--- src/rtl/core/tto_pkg.sv ---
package tto_pkg;

  // Default sizes of the member table and the hold-back queue.
  localparam int unsigned MembersDef    = 8;
  localparam int unsigned QueueDepthDef = 16;

  // Field widths.
  localparam int unsigned FuncW = 2;
  localparam int unsigned MachW = 8;
  localparam int unsigned MboxW = 8;
  localparam int unsigned SecW  = 32;
  localparam int unsigned UsecW = 20;
  localparam int unsigned TagW  = 16;
  localparam int unsigned KindW = 3;
  localparam int unsigned DataW = 88;

  // Function codes on the input tuser.
  localparam logic [FuncW-1:0] FuncReg   = 2'd0;
  localparam logic [FuncW-1:0] FuncData  = 2'd1;
  localparam logic [FuncW-1:0] FuncStamp = 2'd2;

  // Result kinds on the output tuser.
  typedef enum logic [KindW-1:0] {
    KIND_RELEASED = 3'd0,
    KIND_NONE     = 3'd1,
    KIND_DROP     = 3'd2,
    KIND_ADDED    = 3'd3,
    KIND_FULL     = 3'd4
  } kind_e;

  // Classified operation handed from the front to the back.
  typedef enum logic [1:0] {
    OP_REG,
    OP_DATA,
    OP_STAMP,
    OP_NONE
  } op_e;

  typedef struct packed {
    op_e              op;
    logic [MachW-1:0] mach;
    logic [MboxW-1:0] mbox;
    logic [SecW-1:0]  sec;
    logic [UsecW-1:0] usec;
    logic [TagW-1:0]  tag;
  } item_t;

  // One held message.
  typedef struct packed {
    logic [MachW-1:0] mach;
    logic [MboxW-1:0] mbox;
    logic [SecW-1:0]  sec;
    logic [UsecW-1:0] usec;
    logic [TagW-1:0]  tag;
  } entry_t;

  typedef struct packed {
    kind_e            kind;
    logic [MachW-1:0] mach;
    logic [MboxW-1:0] mbox;
    logic [SecW-1:0]  sec;
    logic [UsecW-1:0] usec;
    logic [TagW-1:0]  tag;
  } res_t;

  // True when stamp a is strictly later than stamp b.
  function automatic logic later(input logic [SecW-1:0] as, input logic [UsecW-1:0] au,
                                 input logic [SecW-1:0] bs, input logic [UsecW-1:0] bu);
    return (as > bs) || ((as == bs) && (au > bu));
  endfunction

endpackage

--- src/rtl/core/tto_front.sv ---
module tto_front (
  input  logic                 clk_i,
  input  logic                 rst_ni,
  input  logic                 s_axis_tvalid,
  output logic                 s_axis_tready,
  // tdata: src_machine, src_mailbox, stamp_sec, stamp_usec, payload_tag, zero fill
  input  logic [tto_pkg::DataW-1:0] s_axis_tdata,
  // tuser: func
  input  logic [tto_pkg::FuncW-1:0] s_axis_tuser,
  output logic                 item_vld_o,
  output tto_pkg::item_t       item_o,
  input  logic                 item_pop_i
);

  tto_pkg::item_t fifo_q [2];
  logic           wr_ptr_q, rd_ptr_q;
  logic [1:0]     cnt_q;
  logic           push;
  tto_pkg::item_t item_in;

  // Unpack the fields and classify the function code of the incoming transfer.
  always_comb begin
    item_in.mach = s_axis_tdata[7:0];
    item_in.mbox = s_axis_tdata[15:8];
    item_in.sec  = s_axis_tdata[47:16];
    item_in.usec = s_axis_tdata[67:48];
    item_in.tag  = s_axis_tdata[83:68];
    case (s_axis_tuser)
      tto_pkg::FuncReg:   item_in.op = tto_pkg::OP_REG;
      tto_pkg::FuncData:  item_in.op = tto_pkg::OP_DATA;
      tto_pkg::FuncStamp: item_in.op = tto_pkg::OP_STAMP;
      default:            item_in.op = tto_pkg::OP_NONE;
    endcase
  end

  assign s_axis_tready = (cnt_q != 2'd2);
  assign push          = s_axis_tvalid && s_axis_tready;
  assign item_vld_o    = (cnt_q != 2'd0);
  assign item_o        = fifo_q[rd_ptr_q];

  // Two-entry queue between the front and the back.
  always_ff @(posedge clk_i or negedge rst_ni) begin
    if (!rst_ni) begin
      wr_ptr_q <= 1'b0;
      rd_ptr_q <= 1'b0;
      cnt_q    <= 2'd0;
    end else begin
      if (push) begin
        wr_ptr_q <= ~wr_ptr_q;
      end
      if (item_pop_i) begin
        rd_ptr_q <= ~rd_ptr_q;
      end
      if (push && !item_pop_i) begin
        cnt_q <= cnt_q + 2'd1;
      end else if (!push && item_pop_i) begin
        cnt_q <= cnt_q - 2'd1;
      end
    end
  end

  always_ff @(posedge clk_i) begin
    if (push) begin
      fifo_q[wr_ptr_q] <= item_in;
    end
  end

endmodule

--- src/rtl/core/tto_back.sv ---
module tto_back #(
  parameter int unsigned MEMBERS     = tto_pkg::MembersDef,
  parameter int unsigned QUEUE_DEPTH = tto_pkg::QueueDepthDef
) (
  input  logic                      clk_i,
  input  logic                      rst_ni,
  input  logic                      item_vld_i,
  input  tto_pkg::item_t            item_i,
  output logic                      item_pop_o,
  output logic                      m_axis_tvalid,
  input  logic                      m_axis_tready,
  // tdata: out_machine, out_mailbox, out_sec, out_usec, out_tag, zero fill
  output logic [tto_pkg::DataW-1:0] m_axis_tdata,
  // tuser: kind
  output logic [tto_pkg::KindW-1:0] m_axis_tuser,
  output logic                      m_axis_tlast
);

  localparam int unsigned MCW = $clog2(MEMBERS + 1);
  localparam int unsigned MIW = (MEMBERS > 1) ? $clog2(MEMBERS) : 1;
  localparam int unsigned QAW = $clog2(QUEUE_DEPTH);
  localparam int unsigned QCW = $clog2(QUEUE_DEPTH + 1);

  typedef enum logic [3:0] {
    S_IDLE,
    S_MATCH,
    S_INS_RD,
    S_INS_CMP,
    S_MIN,
    S_REL_RD,
    S_REL_CMP,
    S_FINISH
  } state_e;

  state_e         state_q;
  tto_pkg::item_t cur_q;
  tto_pkg::res_t  pend_q, out_q;
  logic           pend_vld_q, out_vld_q, out_last_q;
  logic [MCW-1:0] mcnt_q, idx_q;
  logic           ev_q;
  logic [tto_pkg::SecW-1:0]  es_q;
  logic [tto_pkg::UsecW-1:0] eu_q;
  logic [QAW-1:0] head_q;
  logic [QCW-1:0] qcnt_q, k_q;

  // Member table, read at one walking index.
  logic [tto_pkg::MachW-1:0] mem_mach_q [MEMBERS];
  logic [tto_pkg::MboxW-1:0] mem_mbox_q [MEMBERS];
  logic [tto_pkg::SecW-1:0]  mem_sec_q  [MEMBERS];
  logic [tto_pkg::UsecW-1:0] mem_usec_q [MEMBERS];

  // Hold-back queue memory, kept sorted as a ring from head_q.
  tto_pkg::entry_t q_mem [QUEUE_DEPTH];
  tto_pkg::entry_t rd_q;

  logic            slot_free, hit, walk_end, reg_ok;
  logic            rel_go, out_load;
  logic            id_we, st_we, q_we;
  logic [MIW-1:0]  m_widx, m_ridx;
  logic [tto_pkg::SecW-1:0]  st_sec;
  logic [tto_pkg::UsecW-1:0] st_usec;
  logic [QAW-1:0]  q_waddr, q_raddr;
  tto_pkg::entry_t q_wdata, cur_ent;
  tto_pkg::res_t   rel_res, ctl_res;

  // Ring address of the entry at an offset from the head.
  function automatic logic [QAW-1:0] qaddr(input logic [QAW-1:0] head,
                                           input logic [QCW-1:0] off);
    logic [QAW:0] s;
    s = {1'b0, head} + (QAW+1)'(off);
    if (s >= (QAW+1)'(QUEUE_DEPTH)) begin
      s = s - (QAW+1)'(QUEUE_DEPTH);
    end
    return s[QAW-1:0];
  endfunction

  function automatic tto_pkg::res_t ctl(input tto_pkg::kind_e k);
    tto_pkg::res_t r;
    r      = '0;
    r.kind = k;
    return r;
  endfunction

  assign slot_free = !out_vld_q || m_axis_tready;
  assign m_ridx    = idx_q[MIW-1:0];
  assign walk_end  = (idx_q == mcnt_q);
  assign hit       = !walk_end && (mem_mach_q[m_ridx] == cur_q.mach)
                     && (mem_mbox_q[m_ridx] == cur_q.mbox);
  assign reg_ok    = (mcnt_q < MCW'(MEMBERS));
  assign item_pop_o = (state_q == S_IDLE) && item_vld_i;

  // The head entry is due for release, and out_load loads the output register.
  assign rel_go   = (state_q == S_REL_CMP)
                    && !tto_pkg::later(rd_q.sec, rd_q.usec, es_q, eu_q);
  assign out_load = slot_free && ((state_q == S_FINISH) || (rel_go && pend_vld_q));

  assign cur_ent = '{mach: cur_q.mach, mbox: cur_q.mbox, sec: cur_q.sec,
                     usec: cur_q.usec, tag: cur_q.tag};
  assign rel_res = '{kind: tto_pkg::KIND_RELEASED, mach: rd_q.mach, mbox: rd_q.mbox,
                     sec: rd_q.sec, usec: rd_q.usec, tag: rd_q.tag};
  assign ctl_res = pend_vld_q ? pend_q : ctl(tto_pkg::KIND_NONE);

  // Table and queue write strobes and addresses, and the queue read address.
  always_comb begin
    id_we   = 1'b0;
    st_we   = 1'b0;
    m_widx  = m_ridx;
    st_sec  = cur_q.sec;
    st_usec = cur_q.usec;
    q_we    = 1'b0;
    q_waddr = qaddr(head_q, k_q);
    q_wdata = cur_ent;
    q_raddr = head_q;
    case (state_q)
      S_IDLE: begin
        if (item_vld_i && item_i.op == tto_pkg::OP_REG && reg_ok) begin
          id_we   = 1'b1;
          st_we   = 1'b1;
          m_widx  = mcnt_q[MIW-1:0];
          st_sec  = '0;
          st_usec = '0;
        end
      end
      S_MATCH: begin
        st_we = hit;
      end
      S_INS_RD: begin
        q_raddr = qaddr(head_q, k_q - QCW'(1));
        q_we    = (k_q == '0);
      end
      S_INS_CMP: begin
        q_we = 1'b1;
        if (tto_pkg::later(rd_q.sec, rd_q.usec, cur_q.sec, cur_q.usec)) begin
          q_wdata = rd_q;
        end
      end
      default: begin
      end
    endcase
  end

  always_ff @(posedge clk_i) begin
    if (id_we) begin
      mem_mach_q[m_widx] <= item_i.mach;
      mem_mbox_q[m_widx] <= item_i.mbox;
    end
    if (st_we) begin
      mem_sec_q[m_widx]  <= st_sec;
      mem_usec_q[m_widx] <= st_usec;
    end
  end

  always_ff @(posedge clk_i) begin
    if (q_we) begin
      q_mem[q_waddr] <= q_wdata;
    end
    rd_q <= q_mem[q_raddr];
  end

  // Sequencer: registration, stamp update, insertion, earliest stamp, release.
  always_ff @(posedge clk_i or negedge rst_ni) begin
    if (!rst_ni) begin
      state_q    <= S_IDLE;
      cur_q      <= '0;
      pend_q     <= '0;
      pend_vld_q <= 1'b0;
      out_q      <= '0;
      out_vld_q  <= 1'b0;
      out_last_q <= 1'b0;
      mcnt_q     <= '0;
      idx_q      <= '0;
      ev_q       <= 1'b0;
      es_q       <= '0;
      eu_q       <= '0;
      head_q     <= '0;
      qcnt_q     <= '0;
      k_q        <= '0;
    end else begin
      if (out_load) begin
        out_vld_q <= 1'b1;
      end else if (m_axis_tready) begin
        out_vld_q <= 1'b0;
      end
      case (state_q)
        S_IDLE: begin
          if (item_vld_i) begin
            cur_q <= item_i;
            idx_q <= '0;
            case (item_i.op)
              tto_pkg::OP_REG: begin
                pend_vld_q <= 1'b1;
                if (reg_ok) begin
                  mcnt_q <= mcnt_q + MCW'(1);
                  pend_q <= ctl(tto_pkg::KIND_ADDED);
                end else begin
                  pend_q <= ctl(tto_pkg::KIND_FULL);
                end
                state_q <= S_FINISH;
              end
              tto_pkg::OP_NONE: begin
                pend_vld_q <= 1'b0;
                state_q    <= S_FINISH;
              end
              default: begin
                pend_vld_q <= 1'b0;
                state_q    <= S_MATCH;
              end
            endcase
          end
        end
        S_MATCH: begin
          if (walk_end || hit) begin
            idx_q <= '0;
            ev_q  <= 1'b0;
            if (cur_q.op == tto_pkg::OP_DATA) begin
              if (qcnt_q == QCW'(QUEUE_DEPTH)) begin
                pend_q     <= ctl(tto_pkg::KIND_DROP);
                pend_vld_q <= 1'b1;
                state_q    <= S_MIN;
              end else begin
                k_q     <= qcnt_q;
                state_q <= S_INS_RD;
              end
            end else begin
              state_q <= S_MIN;
            end
          end else begin
            idx_q <= idx_q + MCW'(1);
          end
        end
        S_INS_RD: begin
          if (k_q == '0) begin
            qcnt_q  <= qcnt_q + QCW'(1);
            state_q <= S_MIN;
          end else begin
            state_q <= S_INS_CMP;
          end
        end
        S_INS_CMP: begin
          if (tto_pkg::later(rd_q.sec, rd_q.usec, cur_q.sec, cur_q.usec)) begin
            k_q     <= k_q - QCW'(1);
            state_q <= S_INS_RD;
          end else begin
            qcnt_q  <= qcnt_q + QCW'(1);
            state_q <= S_MIN;
          end
        end
        S_MIN: begin
          if (walk_end) begin
            state_q <= ev_q ? S_REL_RD : S_FINISH;
          end else begin
            if (mem_sec_q[m_ridx] != '0 && (!ev_q || tto_pkg::later(es_q, eu_q,
                mem_sec_q[m_ridx], mem_usec_q[m_ridx]))) begin
              es_q <= mem_sec_q[m_ridx];
              eu_q <= mem_usec_q[m_ridx];
              ev_q <= 1'b1;
            end
            idx_q <= idx_q + MCW'(1);
          end
        end
        S_REL_RD: begin
          state_q <= (qcnt_q == '0) ? S_FINISH : S_REL_CMP;
        end
        S_REL_CMP: begin
          if (!rel_go) begin
            state_q <= S_FINISH;
          end else if (!pend_vld_q || slot_free) begin
            if (pend_vld_q) begin
              out_q      <= pend_q;
              out_last_q <= 1'b0;
            end
            pend_q     <= rel_res;
            pend_vld_q <= 1'b1;
            head_q     <= qaddr(head_q, QCW'(1));
            qcnt_q     <= qcnt_q - QCW'(1);
            state_q    <= S_REL_RD;
          end
        end
        S_FINISH: begin
          if (slot_free) begin
            out_q      <= ctl_res;
            out_last_q <= 1'b1;
            state_q    <= S_IDLE;
          end
        end
        default: state_q <= S_IDLE;
      endcase
    end
  end

  assign m_axis_tvalid = out_vld_q;
  assign m_axis_tuser  = out_q.kind;
  assign m_axis_tlast  = out_last_q;
  assign m_axis_tdata  = {4'b0, out_q.tag, out_q.usec, out_q.sec, out_q.mbox, out_q.mach};

endmodule

--- src/rtl/core/timestamp_total_order_queue_core.sv ---
// Hold-back queue that releases group messages in total timestamp order.
// Input channel s_axis: tuser carries the function (register member, data
// message, stamp-only message), tdata the sender, the stamp and the body tag.
// Output channel m_axis: tuser carries the result kind, tdata the released
// message, tlast marks the final result of one input transfer.
// Each input gives one or more results; a register input gives a single
// result. A message input walks the member table for the sender, shifts
// the queue memory back one entry at a time to insert a data message,
// walks the table again for the earliest stamp and then reads the queue
// head once per released message; one input is worked on at a time,
// behind a two-entry input queue.
// Reset empties the member table and the queue; no clearing pass is needed.
// When the receiver stalls, the output register holds its result and the
// sequencer waits before the next result; input is still taken until the
// input queue is full.
module timestamp_total_order_queue_core #(
  parameter int unsigned MEMBERS     = tto_pkg::MembersDef,
  parameter int unsigned QUEUE_DEPTH = tto_pkg::QueueDepthDef
) (
  input  logic                      clk_i,
  input  logic                      rst_ni,
  input  logic                      s_axis_tvalid,
  output logic                      s_axis_tready,
  // tdata: src_machine, src_mailbox, stamp_sec, stamp_usec, payload_tag, zero fill
  input  logic [tto_pkg::DataW-1:0] s_axis_tdata,
  // tuser: func
  input  logic [tto_pkg::FuncW-1:0] s_axis_tuser,
  output logic                      m_axis_tvalid,
  input  logic                      m_axis_tready,
  // tdata: out_machine, out_mailbox, out_sec, out_usec, out_tag, zero fill
  output logic [tto_pkg::DataW-1:0] m_axis_tdata,
  // tuser: kind
  output logic [tto_pkg::KindW-1:0] m_axis_tuser,
  output logic                      m_axis_tlast
);

  logic           item_vld, item_pop;
  tto_pkg::item_t item;

  tto_front u_front (
    .clk_i,
    .rst_ni,
    .s_axis_tvalid,
    .s_axis_tready,
    .s_axis_tdata,
    .s_axis_tuser,
    .item_vld_o (item_vld),
    .item_o     (item),
    .item_pop_i (item_pop)
  );

  tto_back #(
    .MEMBERS     (MEMBERS),
    .QUEUE_DEPTH (QUEUE_DEPTH)
  ) u_back (
    .clk_i,
    .rst_ni,
    .item_vld_i (item_vld),
    .item_i     (item),
    .item_pop_o (item_pop),
    .m_axis_tvalid,
    .m_axis_tready,
    .m_axis_tdata,
    .m_axis_tuser,
    .m_axis_tlast
  );

endmodule

--- config.mk ---
export PLATFORM = sky130hd
export DESIGN_NAME = timestamp_total_order_queue_core
export DESIGN_NICKNAME = d
export VERILOG_FILES = /design/src/rtl/core/tto_pkg.sv /design/src/rtl/core/tto_front.sv /design/src/rtl/core/tto_back.sv /design/src/rtl/core/timestamp_total_order_queue_core.sv
export SDC_FILE = /design/constraint.sdc
export NUM_CORES = 2
export LEC_CHECK = 0
export BUFFER_PORTS_ARGS = -buffer_cell sky130_fd_sc_hd__buf_2
export CAP_MARGIN = 20
export CORE_ASPECT_RATIO = 1.4
export CORE_MARGIN = 2
export CORE_UTILIZATION = 45
export CTS_BUF_LIST = sky130_fd_sc_hd__clkbuf_8
export CTS_CLUSTER_DIAMETER = 120
export CTS_CLUSTER_SIZE = 14
export DETAILED_ROUTE_END_ITERATION = 8
export GPL_ROUTABILITY_DRIVEN = 1
export SYNTH_ARGS = -nofsm -noshare
export SYNTH_HDL_FRONTEND = slang
export SYNTH_SLANG_ARGS = --single-unit
--- constraint.sdc ---
create_clock -name clk_i -period 7.6 [get_ports clk_i]
set_input_delay 0.76 -clock clk_i [delete_from_list [all_inputs] [get_ports clk_i]]
set_output_delay 0.76 -clock clk_i [all_outputs]
set_load 0.02 [all_outputs]
==> results.tsv <==
metric	value	unit
fillCellCount	19000	
crit_path_max_fanout	37	
start_util	45.3	%
cts_setup_buffers	0	
async_reset_ff_share	13.9	%
yosys_warnings	0	
clk_pin_slew	0.10	ns
startpoint	u_back.idx_q[2]	
area_growth_syn_to_layout	8.58	%
worst_pin_slew	1.12	ns
rsz0062_at_grt	false	
grt-ovfl-total	0	
wl	248	mm
cts_buffer_depth	4	
grtUsageMet3	2.30	%
slew_viol_final	0	
drcViolationCount	0	
post-place-ws	2.10	ns
use_met1	29.7	%
wl_per_cell	24.6	um
crit_end	u_back.es_q[18]	
ys_seq_area_share	71.4	%
drt_iter0_drc	5104	
fin_area	110000	um2
port_buffers	179	
antenna_found_initial	8	
crit_arrival	6.35	ns
setup_viol	0	
dr.pass1.iters	7	
crit_path_start_kind	flip-flop	
htreeDepth	4	
clockRootBuffer	clkbuf_8	
setup_slack	2.14	ns
synth_top_cell_area_share	61.2	%
status	complete, no violations	
p_total	44.1	mW
fin_crit	5.46	ns
finalCritPeriodShare	71.9	%
dpl-instance-area	105000	um2
vias	57900	
postRouteAntennaNets	0	
die_w	405	um
clock-sinks	2489	
grt_use_total	21.3	%
ios	188	
syn_inst	6863	
viasPerCell	5.73	
end_kind	flip-flop	
fin_nets	7306	
use_met2	35.7	%
grt_pass1_vias	57100	
hpwl	140	mm
top_usage_layer	met2	
reg2reg_from	u_back.idx_q[2]	
ff2ff_path_depth	11	
power.density	401	nW/um2
fp.dieH	565	um
required	8.49	ns
synth_seq_cells	2489	
maxCapViolations	0	
yosysUniqueCellTypes	77	
syn_area	101000	um2
crit_path_cell_trace	buf_4, mux4_2, mux2i_1, ha_1, and4_1, nand3_1, nor4_1, o21ai_0, a311oi_4, buf_4, mux2i_1	
clock_latency	1.03	ns
crit_slowest_cell	a311oi_4	
worst_clock_skew	0.0894	ns
cts_tree	done	
hold_path_class	primary input to flip-flop	
die-area	229000	um2
fin_tns_setup	0	ns
synth_top_area_cell	edfxtp_1	
vdd_ir_drop_max	0.440	mV
fmax	183	MHz
r2r_slack	2.14	ns
yosys-top-cells-area	edfxtp_1 61%, dfrtp_1 8.5%, mux2i_1 3.7%	
hold_viol	0	
core-area	223000	um2
synth_top_flop_cell	edfxtp_1	
synth_edf_count	2060	
worst_r2r_endpoint	u_back.es_q[18]	
slowest_delay	0.92	ns
grt_pass1_wl	366	mm
crit_type	flip-flop to flip-flop	
leakage	37.8	nW
cts_buffers	203	
relSlewSlack	25.0	%
fin_util	49.2	%
drive_gt1_share	11.4	%
grt_max_degree	210	
rows	205	
synth.avg_cell_area	14.7	um2
gp_congestion	0.871	
[where the power goes]
| part | leakage (nW) | internal, mW | total (mW) | switching [mW] |
|---|---|---|---|---|
| registers | 23.6 | 18.6 | 20.3 | 1.69 |
| clock network | 2.30 | 2.54 | 6.88 | 4.34 |
| logic | 11.9 | 5.65 | 16.9 | 11.3 |
| total | 37.8 | 26.8 | 44.1 | 17.3 |
[state kept, by name, indices dropped and copies added (netlist names), 5 cells and up]
register,flops
u_back.q_mem,1344
u_back.mem_sec_q,256
u_front.fifo_q,172
u_back.mem_usec_q,160
u_back.pend_q,87
u_back.cur_ent,84
u_back.m_axis_tdata,84
u_back.rd_q,84
u_back.mem_mach_q,64
u_back.mem_mbox_q,64
u_back.es_q,32
u_back.eu_q,20
u_back.k_q,5
u_back.qcnt_q,5
[per-layer routing]
metal | up-vias | share of wire, %
met4 | 0 | 2.5
met3 | 354 | 5.5
met1 | 29900 | 44
met5 | - | 0
li1 | 26100 | -
met2 | 1562 | 48
[worst max-delay path: cells and delay by family, from the launching register on]
kind | cells | cell delay, ns
AOI/OAI and AO/OA | 2 | 1.31
adders and majority gates | 1 | 0.21
buffers and inverters | 2 | 0.98
DFF | 1 | 0.81
muxes | 3 | 0.93
and+or+nand+nor | 3 | 1.08
[stage by stage]
stage               std cells  hold WS [ns]
finish                  10100         0.132
global route            10100        0.0979
CTS                     10100        0.0496
detailed placement       9643         0.447
global placement         9643         0.444
floorplan                6866         0.431
[placed cells by master (no fill, tap or decap), types with 18 or more instances in the layout]
| master | Yosys | layout |
|---|---|---|
| dfrtp_1 | 345 | 341 |
| mux2i_1 | 372 | 370 |
| buf_4 | 18 | 100 |
| nand2_1 | 913 | 913 |
| xnor2_1 | 19 | 18 |
| a211oi_1 | 424 | 424 |
| edfxtp_1 | 2060 | 2060 |
| buf_2 | 25 | 178 |
| a311oi_1 | 170 | 169 |
| mux4_2 | 118 | 118 |
| clkbuf_8 | 0 | 207 |
| o21ai_0 | 36 | 36 |
| inv_1 | 290 | 441 |
| nand4_1 | 47 | 47 |
| dlygate4sd3_1 | 0 | 87 |
| and2_1 | 341 | 341 |
| a21oi_1 | 298 | 298 |
| mux2_2 | 137 | 136 |
| ha_1 | 171 | 171 |
| nor2_4 | 0 | 26 |
| buf_12 | 2 | 20 |
| a31oi_1 | 176 | 176 |
| a21o_1 | 28 | 28 |
| nor2_1 | 186 | 160 |
| dfxtp_1 | 84 | 84 |
[cell families (layout without fill, tap and decap cells)]
kind of cell / count (synthesis) / in the layout / share of synthesized area (%)
mux: 632 / 632 / 7.89
simple gates: 1604 / 1604 / 7.20
flops: 2489 / 2489 / 71.4
fa+ha+maj: 174 / 174 / 2.18
compound gates: 1214 / 1214 / 8.24
buf+inv: 713 / 1042 / 2.80
other cells: 1 / 10 / 0.00371
xor+xnor: 36 / 36 / 0.312
[worst min path at each step]
stage / start / end / slack, ns / depth (start not counted)
final: s_axis_tvalid / u_front.wr_ptr_q / 0.13 / 3
after global routing: s_axis_tvalid / u_front.wr_ptr_q / 0.1 / 3
after CTS: s_axis_tvalid / u_front.wr_ptr_q / 0.05 / 3
after detailed placement: u_back.rd_q[81] / u_back.pend_q[81] / 0.45 / 2
after global placement: u_back.rd_q[71] / u_back.pend_q[71] / 0.44 / 2
after floorplan: u_back.rd_q[0] / u_back.pend_q[0] / 0.43 / 2
[Yosys cell counts (8+ instances only)]
cell type	count
mux4_2	118
dfrtp_1	345
mux2i_1	372
inv_1	290
o22ai_1	8
a311oi_1	170
buf_4	18
a31oi_1	176
nand3_1	14
xor2_1	17
o21ai_0	36
edfxtp_1	2060
nor4_1	15
and2_1	341
nor2_1	186
buf_2	25
mux2_2	137
dfxtp_1	84
a21o_1	28
nor3_1	21
buf_1	41
a211oi_1	424
nor2b_1	14
o21a_1	8
xnor2_1	19
nand2_1	913
nand4_1	47
nand2b_1	15
clkbuf_1	332
ha_1	171
a21oi_1	298
[cell type report]
cell class | instances | area (um2) | share of cell area, %
sequential | 2489 | 72200 | 65.7
multi-input combinational | 3664 | 26500 | 24.1
tap | 2898 | 3630 | 3.30
timing repair buffer | 387 | 2960 | 2.69
clock buffer | 207 | 2850 | 2.59
inverter | 293 | 1100 | 1.00
clock inverter | 155 | 597 | 0.544
antenna | 6 | 15.0 | 0.0137
[what timing repair did]
| action | 4_1_cts | 5_1_grt |
|---|---|---|
| hold buffers | 87 | 0 |
| endpoints found under the hold margin | 239 | 0 |
| gates resized for setup | 0 | 0 |
(Power assumes the default switching activity.)
